==> src/design/ihx_pkg.sv <==
`timescale 1ns / 1ps
// Shared types, codes and helpers of the HEX record parser.
// Used by the front, the command queue, the back and the top level.
package ihx_pkg;

  localparam int HDR_BYTES = 5;
  localparam int DATA_OFS  = 4;
  localparam int QDEPTH    = 2;

  localparam logic [7:0] CH_COLON = 8'h3A;
  localparam logic [7:0] CH_CR    = 8'h0D;
  localparam logic [7:0] CH_LF    = 8'h0A;
  localparam logic [7:0] CH_SPACE = 8'h20;
  localparam logic [7:0] CH_TAB   = 8'h09;

  localparam logic [1:0] KIND_DATA  = 2'd0;
  localparam logic [1:0] KIND_EMPTY = 2'd1;
  localparam logic [1:0] KIND_ERROR = 2'd2;

  localparam logic [2:0] ERR_ODD     = 3'd0;
  localparam logic [2:0] ERR_SUM     = 3'd1;
  localparam logic [2:0] ERR_SHORT   = 3'd2;
  localparam logic [2:0] ERR_LEN     = 3'd3;
  localparam logic [2:0] ERR_CHAR    = 3'd4;
  localparam logic [2:0] ERR_LONG    = 3'd5;
  localparam logic [2:0] ERR_UNARMED = 3'd6;

  localparam logic REQ_CHAR  = 1'b0;
  localparam logic REQ_BEGIN = 1'b1;

  typedef enum logic [1:0] {
    PH_HI,
    PH_LO,
    PH_TRAILER,
    PH_ERROR
  } phase_t;

  typedef enum logic {
    B_IDLE,
    B_DATA
  } bstate_t;

  typedef struct packed {
    logic        is_err;
    logic [2:0]  code;
    logic [7:0]  rtype;
    logic [7:0]  len;
    logic [15:0] addr;
  } cmd_t;

  typedef struct packed {
    logic [1:0]  kind;
    logic [7:0]  record_type;
    logic [5:0]  record_length;
    logic [15:0] load_address;
    logic [7:0]  data_value;
    logic [5:0]  byte_index;
    logic        last;
    logic [2:0]  error_code;
  } res_t;

  // Returns {is_hex, nibble}.
  function automatic logic [4:0] hex_val(input logic [7:0] c);
    logic [4:0] r;
    r = 5'd0;
    if (c inside {[8'h30:8'h39]}) begin
      r = {1'b1, 4'(c - 8'h30)};
    end else if (c inside {[8'h41:8'h46]}) begin
      r = {1'b1, 4'(c - 8'h37)};
    end else if (c inside {[8'h61:8'h66]}) begin
      r = {1'b1, 4'(c - 8'h57)};
    end
    return r;
  endfunction

endpackage

==> src/design/ihx_if.sv <==
`timescale 1ns / 1ps
// Channel interfaces of the HEX record parser: character input and results.
// Depends on nothing.
interface ihx_in_if;
  logic       valid;
  logic       ready;
  logic       req_type;
  logic [7:0] rx_char;

  modport source(output valid, req_type, rx_char, input ready);
  modport sink(input valid, req_type, rx_char, output ready);
endinterface

interface ihx_out_if;
  logic        valid;
  logic        ready;
  logic [1:0]  kind;
  logic [7:0]  record_type;
  logic [5:0]  record_length;
  logic [15:0] load_address;
  logic [7:0]  data_value;
  logic [5:0]  byte_index;
  logic        last;
  logic [2:0]  error_code;

  modport source(output valid, kind, record_type, record_length, load_address,
                 data_value, byte_index, last, error_code, input ready);
  modport sink(input valid, kind, record_type, record_length, load_address,
               data_value, byte_index, last, error_code, output ready);
endinterface

==> src/design/ihx_front.sv <==
`timescale 1ns / 1ps
// Front of the parser: takes characters, tracks the line and error state,
// writes the line store and queues commands. Depends on ihx_pkg and ihx_in_if.
module ihx_front #(
  parameter int LINE_BYTES = 64
) (
  input  logic                            clk,
  input  logic                            rst_n,
  ihx_in_if.sink                          in_ch,
  input  logic                            cmd_full,
  input  logic                            rec_done,
  output logic                            cmd_push,
  output ihx_pkg::cmd_t                   cmd_data,
  output logic                            mem_we,
  output logic [$clog2(LINE_BYTES)-1:0]   mem_waddr,
  output logic [7:0]                      mem_wdata,
  output logic                            rec_pending
);

  localparam int BRW = $clog2(LINE_BYTES + 1);
  localparam int AW  = $clog2(LINE_BYTES);
  localparam int CW  = (BRW > 8) ? BRW : 8;

  logic [BRW-1:0]  br_r, br_nxt;
  ihx_pkg::phase_t phase_r, phase_nxt;
  logic [7:0]      sum_r, sum_nxt;
  logic            err_seen_r, err_seen_nxt;
  logic            armed_r, armed_nxt;
  logic            inside_r, inside_nxt;
  logic            rec_pend_r, rec_pend_nxt;
  logic [3:0]      hi_nib_r, hi_nib_nxt;
  logic [7:0]      hdr_r [4];
  logic            hdr_we;

  logic            accept;
  logic [4:0]      hv;
  logic [7:0]      byte_val;
  logic            err_hit;
  logic [2:0]      err_code;
  logic            len_bad;

  assign in_ch.ready = !cmd_full && !rec_pend_r;
  assign accept      = in_ch.valid && in_ch.ready;
  assign hv          = ihx_pkg::hex_val(in_ch.rx_char);
  assign byte_val    = {hi_nib_r, hv[3:0]};
  assign len_bad     = (CW'(br_r) - CW'(ihx_pkg::HDR_BYTES)) != CW'(hdr_r[0]);
  assign rec_pending = rec_pend_r;
  assign mem_wdata   = byte_val;
  assign mem_waddr   = br_r[AW-1:0];

  always_comb begin
    br_nxt       = br_r;
    phase_nxt    = phase_r;
    sum_nxt      = sum_r;
    err_seen_nxt = err_seen_r;
    armed_nxt    = armed_r;
    inside_nxt   = inside_r;
    hi_nib_nxt   = hi_nib_r;
    rec_pend_nxt = rec_pend_r && !rec_done;
    cmd_push     = 1'b0;
    cmd_data     = '0;
    mem_we       = 1'b0;
    hdr_we       = 1'b0;
    err_hit      = 1'b0;
    err_code     = ihx_pkg::ERR_ODD;
    if (accept) begin
      if (in_ch.req_type == ihx_pkg::REQ_BEGIN) begin
        err_seen_nxt = 1'b0;
        armed_nxt    = 1'b1;
      end else if (!inside_r) begin
        if (in_ch.rx_char == ihx_pkg::CH_COLON) begin
          inside_nxt = 1'b1;
          br_nxt     = '0;
          sum_nxt    = '0;
          phase_nxt  = ihx_pkg::PH_HI;
        end
      end else if (in_ch.rx_char == ihx_pkg::CH_CR || in_ch.rx_char == ihx_pkg::CH_LF) begin
        inside_nxt = 1'b0;
        if (phase_r == ihx_pkg::PH_LO) begin
          err_hit  = 1'b1;
          err_code = ihx_pkg::ERR_ODD;
        end else if (sum_r != 8'd0) begin
          err_hit  = 1'b1;
          err_code = ihx_pkg::ERR_SUM;
        end else if (br_r < BRW'(ihx_pkg::HDR_BYTES)) begin
          err_hit  = 1'b1;
          err_code = ihx_pkg::ERR_SHORT;
        end else if (len_bad) begin
          err_hit  = 1'b1;
          err_code = ihx_pkg::ERR_LEN;
        end else if (!err_seen_r && !armed_r) begin
          err_hit  = 1'b1;
          err_code = ihx_pkg::ERR_UNARMED;
        end else if (!err_seen_r) begin
          cmd_push      = 1'b1;
          cmd_data.rtype = hdr_r[3];
          cmd_data.len   = hdr_r[0];
          cmd_data.addr  = {hdr_r[1], hdr_r[2]};
          rec_pend_nxt   = 1'b1;
        end
      end else if (in_ch.rx_char == ihx_pkg::CH_SPACE ||
                   in_ch.rx_char == ihx_pkg::CH_TAB) begin
        if (phase_r == ihx_pkg::PH_LO) begin
          err_hit  = 1'b1;
          err_code = ihx_pkg::ERR_ODD;
        end
        phase_nxt = ihx_pkg::PH_TRAILER;
      end else if (!hv[4]) begin
        err_hit  = 1'b1;
        err_code = ihx_pkg::ERR_CHAR;
      end else begin
        case (phase_r)
          ihx_pkg::PH_HI: begin
            if (br_r >= BRW'(LINE_BYTES)) begin
              phase_nxt = ihx_pkg::PH_ERROR;
              err_hit   = 1'b1;
              err_code  = ihx_pkg::ERR_LONG;
            end else begin
              hi_nib_nxt = hv[3:0];
              phase_nxt  = ihx_pkg::PH_LO;
            end
          end
          ihx_pkg::PH_LO: begin
            if (br_r < BRW'(LINE_BYTES)) begin
              mem_we  = 1'b1;
              hdr_we  = br_r < BRW'(4);
              sum_nxt = sum_r + byte_val;
              br_nxt  = br_r + BRW'(1);
            end
            phase_nxt = ihx_pkg::PH_HI;
          end
          default: begin
            phase_nxt = ihx_pkg::PH_ERROR;
            err_hit   = 1'b1;
            err_code  = ihx_pkg::ERR_CHAR;
          end
        endcase
      end
      if (err_hit) begin
        if (!err_seen_r) begin
          cmd_push       = 1'b1;
          cmd_data.is_err = 1'b1;
          cmd_data.code   = err_code;
        end
        err_seen_nxt = 1'b1;
      end
    end
  end

  always_ff @(posedge clk) begin
    if (!rst_n) begin
      br_r       <= '0;
      phase_r    <= ihx_pkg::PH_HI;
      sum_r      <= '0;
      err_seen_r <= 1'b0;
      armed_r    <= 1'b0;
      inside_r   <= 1'b0;
      rec_pend_r <= 1'b0;
    end else begin
      br_r       <= br_nxt;
      phase_r    <= phase_nxt;
      sum_r      <= sum_nxt;
      err_seen_r <= err_seen_nxt;
      armed_r    <= armed_nxt;
      inside_r   <= inside_nxt;
      rec_pend_r <= rec_pend_nxt;
    end
  end

  always_ff @(posedge clk) begin
    hi_nib_r <= hi_nib_nxt;
    if (hdr_we) begin
      hdr_r[br_r[1:0]] <= byte_val;
    end
  end

endmodule

==> src/design/ihx_cmd_fifo.sv <==
`timescale 1ns / 1ps
// Short command queue between the front and the back of the parser.
// Depends on ihx_pkg.
module ihx_cmd_fifo (
  input  logic          clk,
  input  logic          rst_n,
  input  logic          push,
  input  ihx_pkg::cmd_t wdata,
  input  logic          pop,
  output ihx_pkg::cmd_t rdata,
  output logic          full,
  output logic          empty
);

  localparam int PW = $clog2(ihx_pkg::QDEPTH);
  localparam int CNTW = $clog2(ihx_pkg::QDEPTH + 1);

  ihx_pkg::cmd_t   q_r [ihx_pkg::QDEPTH];
  logic [PW-1:0]   wp_r, wp_nxt;
  logic [PW-1:0]   rp_r, rp_nxt;
  logic [CNTW-1:0] cnt_r, cnt_nxt;

  assign full  = cnt_r == CNTW'(ihx_pkg::QDEPTH);
  assign empty = cnt_r == '0;
  assign rdata = q_r[rp_r];

  always_comb begin
    wp_nxt  = push ? wp_r + PW'(1) : wp_r;
    rp_nxt  = pop ? rp_r + PW'(1) : rp_r;
    cnt_nxt = cnt_r + CNTW'(push) - CNTW'(pop);
  end

  always_ff @(posedge clk) begin
    if (!rst_n) begin
      wp_r  <= '0;
      rp_r  <= '0;
      cnt_r <= '0;
    end else begin
      wp_r  <= wp_nxt;
      rp_r  <= rp_nxt;
      cnt_r <= cnt_nxt;
    end
  end

  always_ff @(posedge clk) begin
    if (push) begin
      q_r[wp_r] <= wdata;
    end
  end

endmodule

==> src/design/ihx_back.sv <==
`timescale 1ns / 1ps
// Back of the parser: holds the line store and turns queued commands into
// result items through an output register. Depends on ihx_pkg and ihx_out_if.
module ihx_back #(
  parameter int LINE_BYTES = 64
) (
  input  logic                          clk,
  input  logic                          rst_n,
  input  ihx_pkg::cmd_t                 cmd_data,
  input  logic                          cmd_empty,
  output logic                          cmd_pop,
  output logic                          rec_done,
  input  logic                          mem_we,
  input  logic [$clog2(LINE_BYTES)-1:0] mem_waddr,
  input  logic [7:0]                    mem_wdata,
  ihx_out_if.source                     out_ch
);

  localparam int AW = $clog2(LINE_BYTES);

  logic [7:0]       mem [LINE_BYTES];
  logic [7:0]       rd_data_r;
  logic             rd_en;
  logic [AW-1:0]    rd_addr;
  logic [8:0]       next_addr;

  ihx_pkg::bstate_t state_r, state_nxt;
  ihx_pkg::cmd_t    cur_r, cur_nxt;
  logic [7:0]       idx_r, idx_nxt;
  ihx_pkg::res_t    out_r, out_nxt;
  logic             out_valid_r, out_valid_nxt;
  logic             slot_free;
  logic             is_last;

  assign slot_free = !out_valid_r || out_ch.ready;
  assign is_last   = (idx_r + 8'd1) == cur_r.len;
  assign next_addr = 9'(ihx_pkg::DATA_OFS) + 9'(idx_r) + 9'd1;

  always_comb begin
    state_nxt     = state_r;
    cur_nxt       = cur_r;
    idx_nxt       = idx_r;
    out_nxt       = out_r;
    out_valid_nxt = out_valid_r && !out_ch.ready;
    cmd_pop       = 1'b0;
    rec_done      = 1'b0;
    rd_en         = 1'b0;
    rd_addr       = AW'(ihx_pkg::DATA_OFS);
    case (state_r)
      ihx_pkg::B_IDLE: begin
        if (!cmd_empty && slot_free) begin
          cmd_pop = 1'b1;
          out_nxt = '0;
          if (cmd_data.is_err) begin
            out_valid_nxt          = 1'b1;
            out_nxt.kind           = ihx_pkg::KIND_ERROR;
            out_nxt.record_type    = 8'hFF;
            out_nxt.last           = 1'b1;
            out_nxt.error_code     = cmd_data.code;
          end else if (cmd_data.len == 8'd0) begin
            out_valid_nxt          = 1'b1;
            out_nxt.kind           = ihx_pkg::KIND_EMPTY;
            out_nxt.record_type    = cmd_data.rtype;
            out_nxt.load_address   = cmd_data.addr;
            out_nxt.last           = 1'b1;
            rec_done               = 1'b1;
          end else begin
            cur_nxt   = cmd_data;
            idx_nxt   = 8'd0;
            rd_en     = 1'b1;
            state_nxt = ihx_pkg::B_DATA;
          end
        end
      end
      ihx_pkg::B_DATA: begin
        if (slot_free) begin
          out_valid_nxt         = 1'b1;
          out_nxt.kind          = ihx_pkg::KIND_DATA;
          out_nxt.record_type   = cur_r.rtype;
          out_nxt.record_length = cur_r.len[5:0];
          out_nxt.load_address  = cur_r.addr;
          out_nxt.data_value    = rd_data_r;
          out_nxt.byte_index    = idx_r[5:0];
          out_nxt.last          = is_last;
          out_nxt.error_code    = ihx_pkg::ERR_ODD;
          if (is_last) begin
            rec_done  = 1'b1;
            state_nxt = ihx_pkg::B_IDLE;
          end else begin
            idx_nxt = idx_r + 8'd1;
            rd_en   = 1'b1;
            rd_addr = next_addr[AW-1:0];
          end
        end
      end
      default: begin
        state_nxt = ihx_pkg::B_IDLE;
      end
    endcase
  end

  always_ff @(posedge clk) begin
    if (!rst_n) begin
      state_r     <= ihx_pkg::B_IDLE;
      out_valid_r <= 1'b0;
    end else begin
      state_r     <= state_nxt;
      out_valid_r <= out_valid_nxt;
    end
  end

  always_ff @(posedge clk) begin
    cur_r <= cur_nxt;
    idx_r <= idx_nxt;
    out_r <= out_nxt;
  end

  always_ff @(posedge clk) begin
    if (mem_we) begin
      mem[mem_waddr] <= mem_wdata;
    end
    if (rd_en) begin
      rd_data_r <= mem[rd_addr];
    end
  end

  assign out_ch.valid         = out_valid_r;
  assign out_ch.kind          = out_r.kind;
  assign out_ch.record_type   = out_r.record_type;
  assign out_ch.record_length = out_r.record_length;
  assign out_ch.load_address  = out_r.load_address;
  assign out_ch.data_value    = out_r.data_value;
  assign out_ch.byte_index    = out_r.byte_index;
  assign out_ch.last          = out_r.last;
  assign out_ch.error_code    = out_r.error_code;

endmodule

==> src/design/intel_hex_record_parser.sv <==
`timescale 1ns / 1ps
// Top level of the HEX record parser: front, command queue and back.
// Depends on ihx_pkg, ihx_if, ihx_front, ihx_cmd_fifo and ihx_back.
//
// The parser takes one character or session-start item per cycle while its
// input is not held. Error reports go through a two-entry command queue and
// hold the input only while that queue is full.
// The end-of-line character of a valid record holds the input until the
// record has drained from the line store: the first store read, then one
// data byte per cycle while results are taken. A line store of LINE_BYTES
// bytes holds the header, data and checksum; longer lines report an overflow.
module intel_hex_record_parser #(
  parameter int LINE_BYTES = 64
) (
  input  logic      clk,
  input  logic      rst_n,
  ihx_in_if.sink    in_ch,
  ihx_out_if.source out_ch
);

  localparam int AW = $clog2(LINE_BYTES);

  ihx_pkg::cmd_t  push_data;
  ihx_pkg::cmd_t  pop_data;
  logic           cmd_push;
  logic           cmd_pop;
  logic           cmd_full;
  logic           cmd_empty;
  logic           rec_done;
  logic           rec_pending;
  logic           mem_we;
  logic [AW-1:0]  mem_waddr;
  logic [7:0]     mem_wdata;

  ihx_front #(
    .LINE_BYTES(LINE_BYTES)
  ) u_front (
    .clk        (clk),
    .rst_n      (rst_n),
    .in_ch      (in_ch),
    .cmd_full   (cmd_full),
    .rec_done   (rec_done),
    .cmd_push   (cmd_push),
    .cmd_data   (push_data),
    .mem_we     (mem_we),
    .mem_waddr  (mem_waddr),
    .mem_wdata  (mem_wdata),
    .rec_pending(rec_pending)
  );

  ihx_cmd_fifo u_fifo (
    .clk  (clk),
    .rst_n(rst_n),
    .push (cmd_push),
    .wdata(push_data),
    .pop  (cmd_pop),
    .rdata(pop_data),
    .full (cmd_full),
    .empty(cmd_empty)
  );

  ihx_back #(
    .LINE_BYTES(LINE_BYTES)
  ) u_back (
    .clk      (clk),
    .rst_n    (rst_n),
    .cmd_data (pop_data),
    .cmd_empty(cmd_empty),
    .cmd_pop  (cmd_pop),
    .rec_done (rec_done),
    .mem_we   (mem_we),
    .mem_waddr(mem_waddr),
    .mem_wdata(mem_wdata),
    .out_ch   (out_ch)
  );

  a_no_overflow: assert property (@(posedge clk) disable iff (!rst_n)
    cmd_push |-> !cmd_full)
    else $error("Command pushed into a full queue.");

  a_no_underflow: assert property (@(posedge clk) disable iff (!rst_n)
    cmd_pop |-> !cmd_empty)
    else $error("Command popped from an empty queue.");

  a_done_pending: assert property (@(posedge clk) disable iff (!rst_n)
    rec_done |-> rec_pending)
    else $error("Record finished with no record outstanding.");

  a_no_store_write: assert property (@(posedge clk) disable iff (!rst_n)
    rec_pending |-> !mem_we)
    else $error("Line store written while a record drains.");

endmodule
==> src/flat_wrapper.sv <==
// flat-port wrapper written by rule: the top's interface ports become plain ports
module intel_hex_record_parser_flat 
#(
  parameter int LINE_BYTES = 64
)
  (clk, rst_n, in_ch_valid, in_ch_req_type, in_ch_rx_char, in_ch_ready, out_ch_valid, out_ch_kind, out_ch_record_type, out_ch_record_length, out_ch_load_address, out_ch_data_value, out_ch_byte_index, out_ch_last, out_ch_error_code, out_ch_ready);
  ihx_in_if in_ch_i ();
  ihx_out_if out_ch_i ();
  input  logic clk;
  input  logic rst_n;
  input wire logic [$bits(in_ch_i.valid)-1:0] in_ch_valid;
  input wire logic [$bits(in_ch_i.req_type)-1:0] in_ch_req_type;
  input wire logic [$bits(in_ch_i.rx_char)-1:0] in_ch_rx_char;
  output wire logic [$bits(in_ch_i.ready)-1:0] in_ch_ready;
  output wire logic [$bits(out_ch_i.valid)-1:0] out_ch_valid;
  output wire logic [$bits(out_ch_i.kind)-1:0] out_ch_kind;
  output wire logic [$bits(out_ch_i.record_type)-1:0] out_ch_record_type;
  output wire logic [$bits(out_ch_i.record_length)-1:0] out_ch_record_length;
  output wire logic [$bits(out_ch_i.load_address)-1:0] out_ch_load_address;
  output wire logic [$bits(out_ch_i.data_value)-1:0] out_ch_data_value;
  output wire logic [$bits(out_ch_i.byte_index)-1:0] out_ch_byte_index;
  output wire logic [$bits(out_ch_i.last)-1:0] out_ch_last;
  output wire logic [$bits(out_ch_i.error_code)-1:0] out_ch_error_code;
  input wire logic [$bits(out_ch_i.ready)-1:0] out_ch_ready;
  assign in_ch_i.valid = in_ch_valid;
  assign in_ch_i.req_type = in_ch_req_type;
  assign in_ch_i.rx_char = in_ch_rx_char;
  assign in_ch_ready = in_ch_i.ready;
  assign out_ch_valid = out_ch_i.valid;
  assign out_ch_kind = out_ch_i.kind;
  assign out_ch_record_type = out_ch_i.record_type;
  assign out_ch_record_length = out_ch_i.record_length;
  assign out_ch_load_address = out_ch_i.load_address;
  assign out_ch_data_value = out_ch_i.data_value;
  assign out_ch_byte_index = out_ch_i.byte_index;
  assign out_ch_last = out_ch_i.last;
  assign out_ch_error_code = out_ch_i.error_code;
  assign out_ch_i.ready = out_ch_ready;
  intel_hex_record_parser #(.LINE_BYTES(LINE_BYTES)) u_core (.clk(clk), .rst_n(rst_n), .in_ch(in_ch_i), .out_ch(out_ch_i));
endmodule
==> config.mk <==
export PLATFORM = sky130hd
export DESIGN_NAME = intel_hex_record_parser_flat
export DESIGN_NICKNAME = d
export VERILOG_FILES = /design/src/design/ihx_pkg.sv /design/src/design/ihx_if.sv /design/src/design/ihx_front.sv /design/src/design/ihx_cmd_fifo.sv /design/src/design/ihx_back.sv /design/src/design/intel_hex_record_parser.sv /design/src/flat_wrapper.sv
export SDC_FILE = /design/constraint.sdc
export NUM_CORES = 1
export LEC_CHECK = 0
export BUFFER_PORTS_ARGS = -buffer_cell sky130_fd_sc_hd__buf_2
export CAP_MARGIN = 20
export CORE_ASPECT_RATIO = 0.8
export CORE_MARGIN = 10
export CORE_UTILIZATION = 35
export DETAILED_ROUTE_END_ITERATION = 12
export PLACE_DENSITY = 0.49
export SLEW_MARGIN = 15
export SYNTH_ARGS = -nofsm -noshare
export SYNTH_HDL_FRONTEND = slang
export SYNTH_SLANG_ARGS = --single-unit
==> constraint.sdc <==
create_clock -name clk -period 9.3 [get_ports clk]
set_input_delay 1.395 -clock clk [delete_from_list [all_inputs] [get_ports clk]]
set_output_delay 1.395 -clock clk [all_outputs]
set_load 0.02 [all_outputs]
# --- After elaboration in Yosys (flattened, before gate mapping) ---
# Memories as Yosys holds them, arrays and structs flattened. A register that Yosys moved wholly into a read port is not among the register bits.
# Index checks and enable logic that the tools add are counted.
# W data, S select, Z words.
totals:
  regBits: 121
  out_inout_bits: 52
  mem_bits_rw: 616
  memories: 3
memory_table:
  columns: ["memory", "depth", "width", "read_ports", "rd_ports_with_merged_regs", "wr", "line_no", "source"]
  rows:
  - ["u_core.u_back.mem", 64, 8, 1, 1, 1, "ihx_back.sv:21", "logic [7:0] mem [LINE_BYTES];"]
  - ["u_core.u_fifo.q_r", 2, 36, 1, 1, 1, "ihx_cmd_fifo.sv:18", "ihx_pkg::cmd_t q_r [ihx_pkg::QDEPTH];"]
  - ["u_core.u_front.hdr_r", 4, 8, 4, 0, 1, "ihx_front.sv:32", "logic [7:0] hdr_r [4];"]
classes:
  n_mux: 152
  order_cmp: 10
  n_reduce_logical: 35
  n_eq_ne: 20
  addsub: 13
  n_bitwise: 7
ops:
  columns: ["operator", "n"]
  rows:
  - ["$mux W32", 9]
  - ["$mux W50", 2]
  - ["$pmux W50 S2", 1]
  - ["$mux W8", 12]
  - ["$mux W1", 82]
  - ["$mux W7", 7]
  - ["$mux W3", 12]
  - ["$mux W36", 1]
  - ["$mux W16", 2]
  - ["$eq A8 B4 Y1 const B", 3]
  - ["$mux W6", 3]
  - ["$eq A8 B6 Y1 const B", 2]
  - ["$ge A8 B7 Y1 const B", 2]
  - ["$le A8 B7 Y1 const B", 2]
  - ["$pmux W8 S2", 1]
  - ["$reduce_and A8 Y1", 2]
  - ["$mux W5", 3]
  - ["$lt A7 B3 Y1 const B", 2]
  - ["$mux W2", 6]
  - ["$ne A2 B2 Y1 const B", 6]
  - ["$mux W10", 1]
  - ["$pmux W1 S2", 5]
  - ["$reduce_and A5 Y1", 2]
  - ["$logic_and A1 B1 Y1", 9]
  - ["other kinds (34)", 60]

# --- Depth between registers and ports, before layout ---
# Gate-level depths: netlist of the first run.
logic_depth:
  ltp_word: 17
  depth_mapped: 18
  ltp_nobuf: 18

# --- Hierarchy ---
# From an unflattened synthesis of the first run, not the netlist that was laid out.
unflattened:
  hier_cells: 2190
  hier_area_um2: 30888.4
by_module_without_submodules:
  columns: ["mod", "cells_each", "instances", "area_per_inst_um2", "seq_area_each_um2"]
  rows:
  - ["ihx_back", 1713, 1, 24522.3, 18357.6]
  - ["ihx_front", 344, 1, 3389.5, 1501.4]
  - ["ihx_cmd_fifo", 133, 1, 2976.6, 2262.2]

# --- Worst setup path before layout of the first run ---
# OpenSTA, ideal clock, no wires.
synth_path:
  kind: "in2reg"
  from: "input in_ch_rx_char[3]"
  to: "register u_core.u_front.sum_r[6]"
  t_arrival_ns: 6.869
  cell_stages: 15
  path_buffers: 0
  path_slack_ns: 2.356
  setup_ns: 0.076
  path_cell_list: "or4b_1 -> or2_2 -> o21ai_0 -> ha_1 -> inv_1 -> fa_1 -> inv_1 -> a21oi_1 -> o21bai_1 -> a21oi_1 -> nor2_1 -> nor2_1 -> xnor2_1 -> nand3_1 -> a21boi_0"
synth_between:
  elab_chain_len: 12
  word_cells_on_any_way: 34
  classes_between: "add/sub: 4; order compare: 6; eq/ne: 8; mux: 9; reduce/logical: 7"
synth_rtl:
  columns: ["element", "line_no", "source"]
  rows:
  - ["start: declaration", "flat_wrapper.sv:13", "input wire logic [$bits(in_ch_i.rx_char)-1:0] in_ch_rx_char;"]
  - ["$ge A8 B7 Y1 or $le A8 B7 Y1 (tied branches)", "ihx_pkg.sv:70", "end else if (c inside {[8'h61:8'h66]}) begin"]
  - ["$logic_and A1 B1 Y1", "ihx_pkg.sv:70", null]
  - ["$mux W5", "ihx_pkg.sv:70", null]
  - ["$mux W5", "ihx_pkg.sv:68", "end else if (c inside {[8'h41:8'h46]}) begin"]
  - ["$mux W5 *", "ihx_pkg.sv:66", "if (c inside {[8'h30:8'h39]}) begin"]
  - ["named net u_core.mem_wdata[0]", "intel_hex_record_parser.sv:33", "logic [7:0] mem_wdata;"]
  - ["$add A8 B8 Y8 *", "ihx_front.sv:127", "sum_nxt = sum_r + byte_val;"]
  - ["$mux W8 *", "ihx_front.sv:124", "if (br_r < BRW'(LINE_BYTES)) begin"]
  - ["$mux W8 *", "ihx_front.sv:112", "case (phase_r)"]
  - ["$mux W8 *", "ihx_front.sv:108", "end else if (!hv[4]) begin"]
  - ["$mux W8 *", "ihx_front.sv:101", "end else if (in_ch.rx_char == ihx_pkg::CH_SPACE ||"]
  - ["$mux W8 *", "ihx_front.sv:77", "end else if (in_ch.rx_char == ihx_pkg::CH_CR || in_ch.rx_char == ihx_pkg::CH_LF) begin"]
  - ["$mux W8 *", "ihx_front.sv:70", "end else if (!inside_r) begin"]
  - ["end signal: assignment", "ihx_front.sv:162", "sum_r <= sum_nxt;"]
  - ["end: declaration", "ihx_front.sv:26", "logic [7:0] sum_r, sum_nxt;"]
# Mark *: on every way through the listed nets, which the timed path passes. The rest lies on a longest branch. The select of a mux whose other input is x is not followed.
# A chain may end at the register's enable or synchronous reset.

# --- Worst setup path in the final report of the first run ---
layout_path:
  from: "register u_core.u_back.idx_r[1]"
  to: "register u_core.u_back.rd_data_r[7] (read register of u_core.u_back.mem) (data pin)"
layout_between:
  elab_chain_len: 5
  word_cells_on_any_way: 10
  classes_between: "add/sub: 3; eq/ne: 1; mux: 6"
layout_rtl:
  columns: ["element", "line_no", "source"]
  rows:
  - ["start: declaration", "ihx_back.sv:29", "logic [7:0] idx_r, idx_nxt;"]
  - ["start signal: assignment", "ihx_back.sv:114", "idx_r <= idx_nxt;"]
  - ["$add A3 B6 Y6 or $add A8 B1 Y8 (tied branches)", "ihx_back.sv:37, ihx_back.sv:36", null]
  - ["$add A6 B1 Y6 or $eq A8 B8 Y1 (tied branches)", "ihx_back.sv:37, ihx_back.sv:36", null]
  - ["$mux W6 or $mux W1 (tied branches)", "ihx_back.sv:86", "if (is_last) begin"]
  - ["$mux W6 or $mux W1 (tied branches)", "ihx_back.sv:76", "if (slot_free) begin"]
  - ["$mux W6 or $pmux W1 S2 (tied branches)", "ihx_back.sv:49", "case (state_r)"]
  - ["end: declaration", "ihx_back.sv:22", "logic [7:0] rd_data_r;"]
# Several ways; a longest one is shown, not always the timed one.

==> run_results.csv, run 1 <==
group,metric,value,unit
run_status,status,"finished clean",
timing,finalCriticalPeriod,5190,ps
worst_setup_path,critPathMaxStageDelay,970,ps
final_layout,drive_gt1_share,14.9,%
die,die-area,99400,um^2
pwr,power.density,248,nW/um^2
clock_tree,cts_sinks,746,
route,drtAntennaViolNets,0,
final_layout,area_growth,14.2,%
timing,setup_ws,4110,ps
worst_setup_path,critPathKind,"reg -> reg",
global_routing,grt_first_pass_wirelength,121000,um
worst_setup_path,reg2reg_from,"u_core.u_back.idx_r[1]",
logic_synthesis,async_reset_ff_share,0,%
worst_setup_path,startpoint,"u_core.u_back.idx_r[1]",
timing,finClkSkew,25.2,ps
clock_tree,htree_levels,3,
clock_tree,ctsRootBufferMaster,"clkbuf_16",
logic_synthesis,synth_edf_count,718,
pwr,p_comb_share,16.7,%
worst_setup_path,cp.arrival,5500,ps
route,drt-pass1-iter-count,5,
pwr,swShare,27.6,%
timing,finalHoldViolations,0,
clock_tree,clock_path_buffers,3,
route,routedWlPerCell,25.6,um
logic_synthesis,synth_top_area_share,70.7,%
die,start_util,35.4,%
route,via_count,17700,
timing,finalSetupViolations,0,
logic_synthesis,synth_area_leader_cell,"edfxtp_1",
global_routing,grt_max_degree,129,
die,ios,65,
worst_setup_path,slowest_stage,"a211oi_1",
pwr,power.total,8.65,mW
logic_synthesis,avgSynthCellArea,15.3,um^2
clock_tree,numCtsBuffers,78,
placed_design,post-dp-hpwl,51500,um
route,wl,83200,um
timing,fmax,193,MHz
clock_tree,cts_hold_buffers,0,
pwr,p_sw,2.38,mW
worst_setup_path,cp-start-kind,"flip-flop",
clock_tree,cts_resized,0,
logic_synthesis,syn_nets,2025,
route,routed.top_layer,"met5",
final_layout,fill_cells,7821,
placed_design,io_buffer_count,64,
clock_tree,clock_latency,640,ps
logic_synthesis,ys.flop_type,"edfxtp_1",
timing,worst_pin_slew,1190,ps
pwr,p_leak,10.5,nW
final_layout,final_nets,2098,
worst_setup_path,path_max_fanout,48,
worst_hold_path,hold_class,"reg -> reg",
pwr,clock_power_share,37.9,%
clock_tree,cts_tree,"yes",
logic_synthesis,ys_ff_latch,746,
route,routed-wl-met2,35700,um
global_routing,grt_util_all_layers,16.3,%
worst_setup_path,cp-end-kind,"flip-flop",
worst_setup_path,cp_common_cell,"buf_4",
logic_synthesis,synth_warnings,0,
logic_synthesis,synth_common_cells,"edfxtp_1, nor2_1, mux2i_1",
route,drt-met1-wl,39500,um
timing,finalSetupTns,0,ps
logic_synthesis,synth.cell_area,30500,um^2
global_routing,grt_pass1_vias,17500,
pwr,power.internal,6.26,mW
clock_tree,post_cts_buffers,0,
route,drt-initial-drc-count,1582,
logic_synthesis,ys_seq_area_share,72.5,%
timing,min_period_over_period,55.9,%
route,avgViaCountPerCell,5.45,
placed_design,gp_congestion,0.853,
die,fp.dieW,350,um
worst_setup_path,path_cells,"ha_2, xor2_4, buf_4, xnor2_1, nand3_1, o41ai_4, buf_4, or3_1, nor2_1, a221o_1, a211oi_1, nor4_2",
logic_synthesis,post-synth-top-count-cell,"edfxtp_1",
timing,rsz0062_at_grt,"no",
final_layout,diodes,0,
timing,slew_viol_final,0,
placed_design,pre_cts_ws,3770,ps
worst_hold_path,hold_start,"u_core.u_front.sum_r[3]",
die,die_h,284,um
global_routing,antenna_found_initial,4,
route,drc,0,
clock_tree,clk_pin_slew_worst_paths,60,ps
logic_synthesis,synthTopCellsByArea,"edfxtp_1, mux2i_1, mux2_2",
pwr,ir_drop,0.000138,V
die,num_rows,96,
global_routing,overflow,0,
die,coreArea,86100,um^2
run,maxCapViolations,0,
logic_synthesis,synth.distinct_cells,79,
timing,relSlewSlack,19.9,%
route,met3_length,6400,um
pwr,p_seq_share,45.4,%
worst_setup_path,required,9600,ps
logic_synthesis,synth_cells,1992,
worst max-delay path, delay by kind of cell (launching register included):
kind / cells / cell delay [ps]
AO/OA/AOI/OAI: 3 / 1620
XOR/XNOR: 2 / 360
adder cells (fa/ha/maj): 1 / 330
buffers and inverters: 2 / 1030
flip-flops: 1 / 450
AND/OR/NAND/NOR: 4 / 1030
per-layer routing:
metal,track usage (%),vias to the layer above
met5,0,-
met4,3.80,4
met3,3.93,108
met2,23.8,655
met1,24.3,9096
li1,-,7868
registers in the layout (all words and copies together), names as in the netlist, 2 cells and up, named ones only:
name                                count
u_core.u_back.mem                     512
u_core.u_fifo.q_r                      72
u_core.u_back.cur_r                    32
u_core.u_front.hdr_r                   32
u_core.u_back.out_ch.load_address      16
u_core.u_back.idx_r                     8
u_core.u_back.out_ch.data_value         8
u_core.u_back.out_ch.record_type        8
u_core.u_back.rd_data_r                 8
u_core.u_front.sum_r                    8
u_core.u_front.br_r                     7
u_core.u_back.out_ch.byte_index         6
u_core.u_back.out_ch.record_length      6
u_core.u_front.hi_nib_r                 4
u_core.u_back.out_ch.error_code         3
u_core.u_back.out_ch.kind               2
u_core.u_fifo.cnt_r                     2
u_core.u_front.phase_r                  2
layout make-up:
cell class / count / area [um^2] / share of cell area, %
Tap cell: 1127 / 1410 / 4.05
Inverter: 16 / 60.1 / 0.172
Clock buffer: 93 / 2050 / 5.89
Clock inverter: 50 / 621 / 1.78
Multi-Input combinational cell: 1121 / 7950 / 22.8
Sequential cell: 746 / 22100 / 63.5
Timing Repair Buffer: 102 / 618 / 1.77
path summary, 6_finish.rpt:
path	slack, ps	depth (start not counted)	endpoint
worst max register to register	4110	12	u_core.u_back.rd_data_r[7]
worst min register to register	490	2	u_core.u_front.sum_r[3]
worst max-delay path	4110	12	u_core.u_back.rd_data_r[7]
worst min-delay path	490	2	u_core.u_front.sum_r[3]
power by group through the flow:
stage	clock [mW]	sequential [mW]	combinational (mW)
2_1_floorplan	0	4.09	0.933
3_3_place_gp	0	4.00	1.43
3_5_place_dp	0	4.00	1.45
4_1_cts	3.34	3.93	1.45
5_1_grt	3.49	3.94	1.55
6_report	3.27	3.93	1.45
layout by cell type (no fill, tap or decap), drive strengths merged, types with 18 or more instances in the layout:
master	count
mux2	55
edfxtp	718
o21ai	66
and2	73
nor3	52
ha	19
o22ai	18
a21oi	65
clkinv	32
clkbuf	95
nor2	132
buf	100
xnor2	28
a211oi	44
o211ai	19
mux2i	117
nand3	51
dfxtp	28
nand2	109
cell families after synthesis:
family	Yosys count	synth area share [%]
xor+xnor	46	1.44
flops	746	72.5
buf+inv	125	1.66
fa+ha+maj	20	0.845
simple gates	516	8.51
mux	189	7.12
compound gates	350	7.91
metrics by stage:
stage               hold WS, ps  std cells  utilization, %  instance area (um^2)
finish                      492       3255            40.4                 34800
global placement            476       3108            37.3                 32100
global route                527       3255            40.4                 34800
floorplan                   458       1992               -                 30500
CTS                         495       3253            40.4                 34800
detailed placement          487       3110            37.3                 32100
Note: power is estimated with default switching activity, not from simulation.
==> inputs of run 2 (changes only) <==
clock period = 4.9 ns   (was 9.3 ns; I/O delays follow)
==> run 2 against run 1 <==
Against the previous run:
- sequential share of layout area decreased by 0.93 points
- global-route usage up 0.20 points
- worst setup slack worse by 3400 ps
- count of clock-buffer cells in the layout rose by 6
- clock power up 80%
- combinational power grew 92%
- utilization grew 0.60 points
- die area unchanged
- sequential cell count stayed put
- wire length increased by 0.81%
- clock skew is 2.3 ps lower
- final cell count grew 2.6%
- largest cell class unchanged
==> run_results.csv, run 2 (same netlist as run 1, synthesis figures left out) <==
group,metric,value,unit
run_status,status,"finished clean",
clock_tree,clk_pin_slew_worst_paths,60,ps
timing,relSlewSlack,27.5,%
route,via_count,17900,
final_layout,final_util,41.1,%
clock_tree,cts_tree,"yes",
global_routing,grt_first_pass_wirelength,123000,um
route,avgViaCountPerCell,5.35,
timing,min_period_over_period,86.2,%
final_layout,area_growth,15.9,%
route,drt-initial-drc-count,2079,
global_routing,grt_pass1_vias,17900,
global_routing,grt_max_degree,99,
worst_setup_path,critPathKind,"reg -> reg",
worst_setup_path,path_max_fanout,34,
clock_tree,ctsRootBufferMaster,"clkbuf_16",
pwr,p_seq_share,46.4,%
pwr,ir_drop,0.000314,V
final_layout,reg_top3,"u_core.u_back.mem (512), u_core.u_fifo.q_r (72)",
worst_setup_path,critPathMaxStageDelay,570,ps
worst_setup_path,cp-start-kind,"flip-flop",
timing,slew_viol_final,0,
timing,worst_pin_slew,1090,ps
die,die_h,284,um
timing,finClkSkew,22.9,ps
pwr,p_sw,4.53,mW
final_layout,seq_area,22100,um^2
global_routing,antenna_found_initial,8,
pwr,swShare,28.1,%
worst_hold_path,min_path_cells,3,
final_layout,layout_common_cells,"edfxtp_1, nor2_1, buf_4",
route,drtAntennaViolNets,0,
route,routedWlPerCell,25.1,um
worst_setup_path,ff2ff_path_depth,12,
timing,finalCriticalPeriod,4230,ps
pwr,clock_power_share,36.4,%
timing,finalHoldViolations,0,
pwr,power.internal,11.6,mW
clock_tree,cts_hold_buffers,0,
worst_setup_path,cp_common_cell,"buf_4",
placed_design,placed_area,32800,um^2
clock_tree,clock_path_buffers,3,
clock_tree,clock_latency,630,ps
final_layout,drive_gt1_share,18.2,%
worst_setup_path,cp-end-kind,"flip-flop",
worst_setup_path,cp.arrival,4720,ps
placed_design,io_buffer_count,64,
placed_design,post-dp-hpwl,52500,um
final_layout,final_nets,2185,
final_layout,multiInputGateArea,7950,um^2
die,fp.dieW,350,um
pwr,power.density,456,nW/um^2
final_layout,layout_commonest_cell,"edfxtp_1",
global_routing,overflow,0,
timing,finalSetupViolations,0,
run,maxCapViolations,0,
die,start_util,35.4,%
clock_tree,numCtsBuffers,79,
timing,finalSetupTns,0,ps
clock_tree,cts_sinks,746,
final_layout,largest_reg_flops,512,
die,ios,65,
placed_design,gp_congestion,0.872,
timing,fmax,237,MHz
route,wl,83800,um
pwr,p_comb_share,17.3,%
worst_setup_path,required,5390,ps
worst_setup_path,slowest_stage,"nor4_1",
final_layout,largest-register,"u_core.u_back.mem",
route,drc,0,
clock_tree,htree_levels,3,
die,die-area,99400,um^2
final_layout,fill_cells,7777,
clock_tree,post_cts_buffers,0,
pwr,p_leak,11.0,nW
timing,rsz0062_at_grt,"no",
clock_tree,cts_resized,0,
route,drt-pass1-iter-count,5,
worst_setup_path,path_cells,"ha_2, nand3_2, or3_1, and3_1, a41oi_2, buf_12, nand2_1, buf_4, a41oi_1, nor3_1, nor4_1, buf_4",
final_layout,post-route-cell-area,35400,um^2
die,num_rows,96,
worst_hold_path,hold_class,"in -> reg",
die,coreArea,86100,um^2
global_routing,grt_util_all_layers,16.6,%
## run 2: layer usage
metal	routed length, um	up-vias	track usage (%)
li1	-	8049	-
met1	39300	9036	24.5
met2	36000	662	24.1
met3	6650	118	3.86
met4	1910	2	4.32
met5	9	-	0
## run 2: path summary, 6_finish.rpt
path	slack, ps	start	end
setup / recovery	670	u_core.u_back.idx_r[0]	u_core.u_back.rd_data_r[5]
hold / removal	440	in_ch_req_type	u_core.u_front.armed_r
setup reg to reg	670	u_core.u_back.idx_r[0]	u_core.u_back.rd_data_r[5]
hold reg to reg	490	u_core.u_front.sum_r[2]	u_core.u_front.sum_r[2]
## run 2: critical path: cells and delay by family, from the launching register on
family / cells / cell delay [ps]
simple gates: 6 / 2000
buf+inv: 3 / 860
compound gates: 2 / 460
flops: 1 / 430
fa+ha+maj: 1 / 320
## run 2: layout make-up
cell class,count,share of cell area [%]
Sequential cell,746,62.6
Multi-Input combinational cell,1121,22.5
Clock buffer,99,6.07
Tap cell,1127,3.99
Timing Repair Buffer,188,3.65
Clock inverter,42,1.05
Inverter,16,0.170
Antenna cell,1,0.00708
## run 2: stage by stage
stage | setup WS (ps) | hold WS [ps] | total power [mW] | cells
4_1_cts | 664 | 388 | 16.3 | 3338
3_5_place_dp | 542 | 485 | 10.4 | 3197
5_1_grt | 494 | 458 | 16.8 | 3339
6_report | 674 | 435 | 16.1 | 3340
2_1_floorplan | 495 | 458 | 9.53 | 1992
3_3_place_gp | 559 | 470 | 10.4 | 3197
## run 2: power groups by stage
stage	clock (mW)	combinational (mW)	sequential, mW
2_1_floorplan	0	1.77	7.76
3_3_place_gp	0	2.77	7.62
3_5_place_dp	0	2.79	7.62
4_1_cts	6.02	2.80	7.49
5_1_grt	6.28	2.98	7.52
6_report	5.87	2.79	7.48
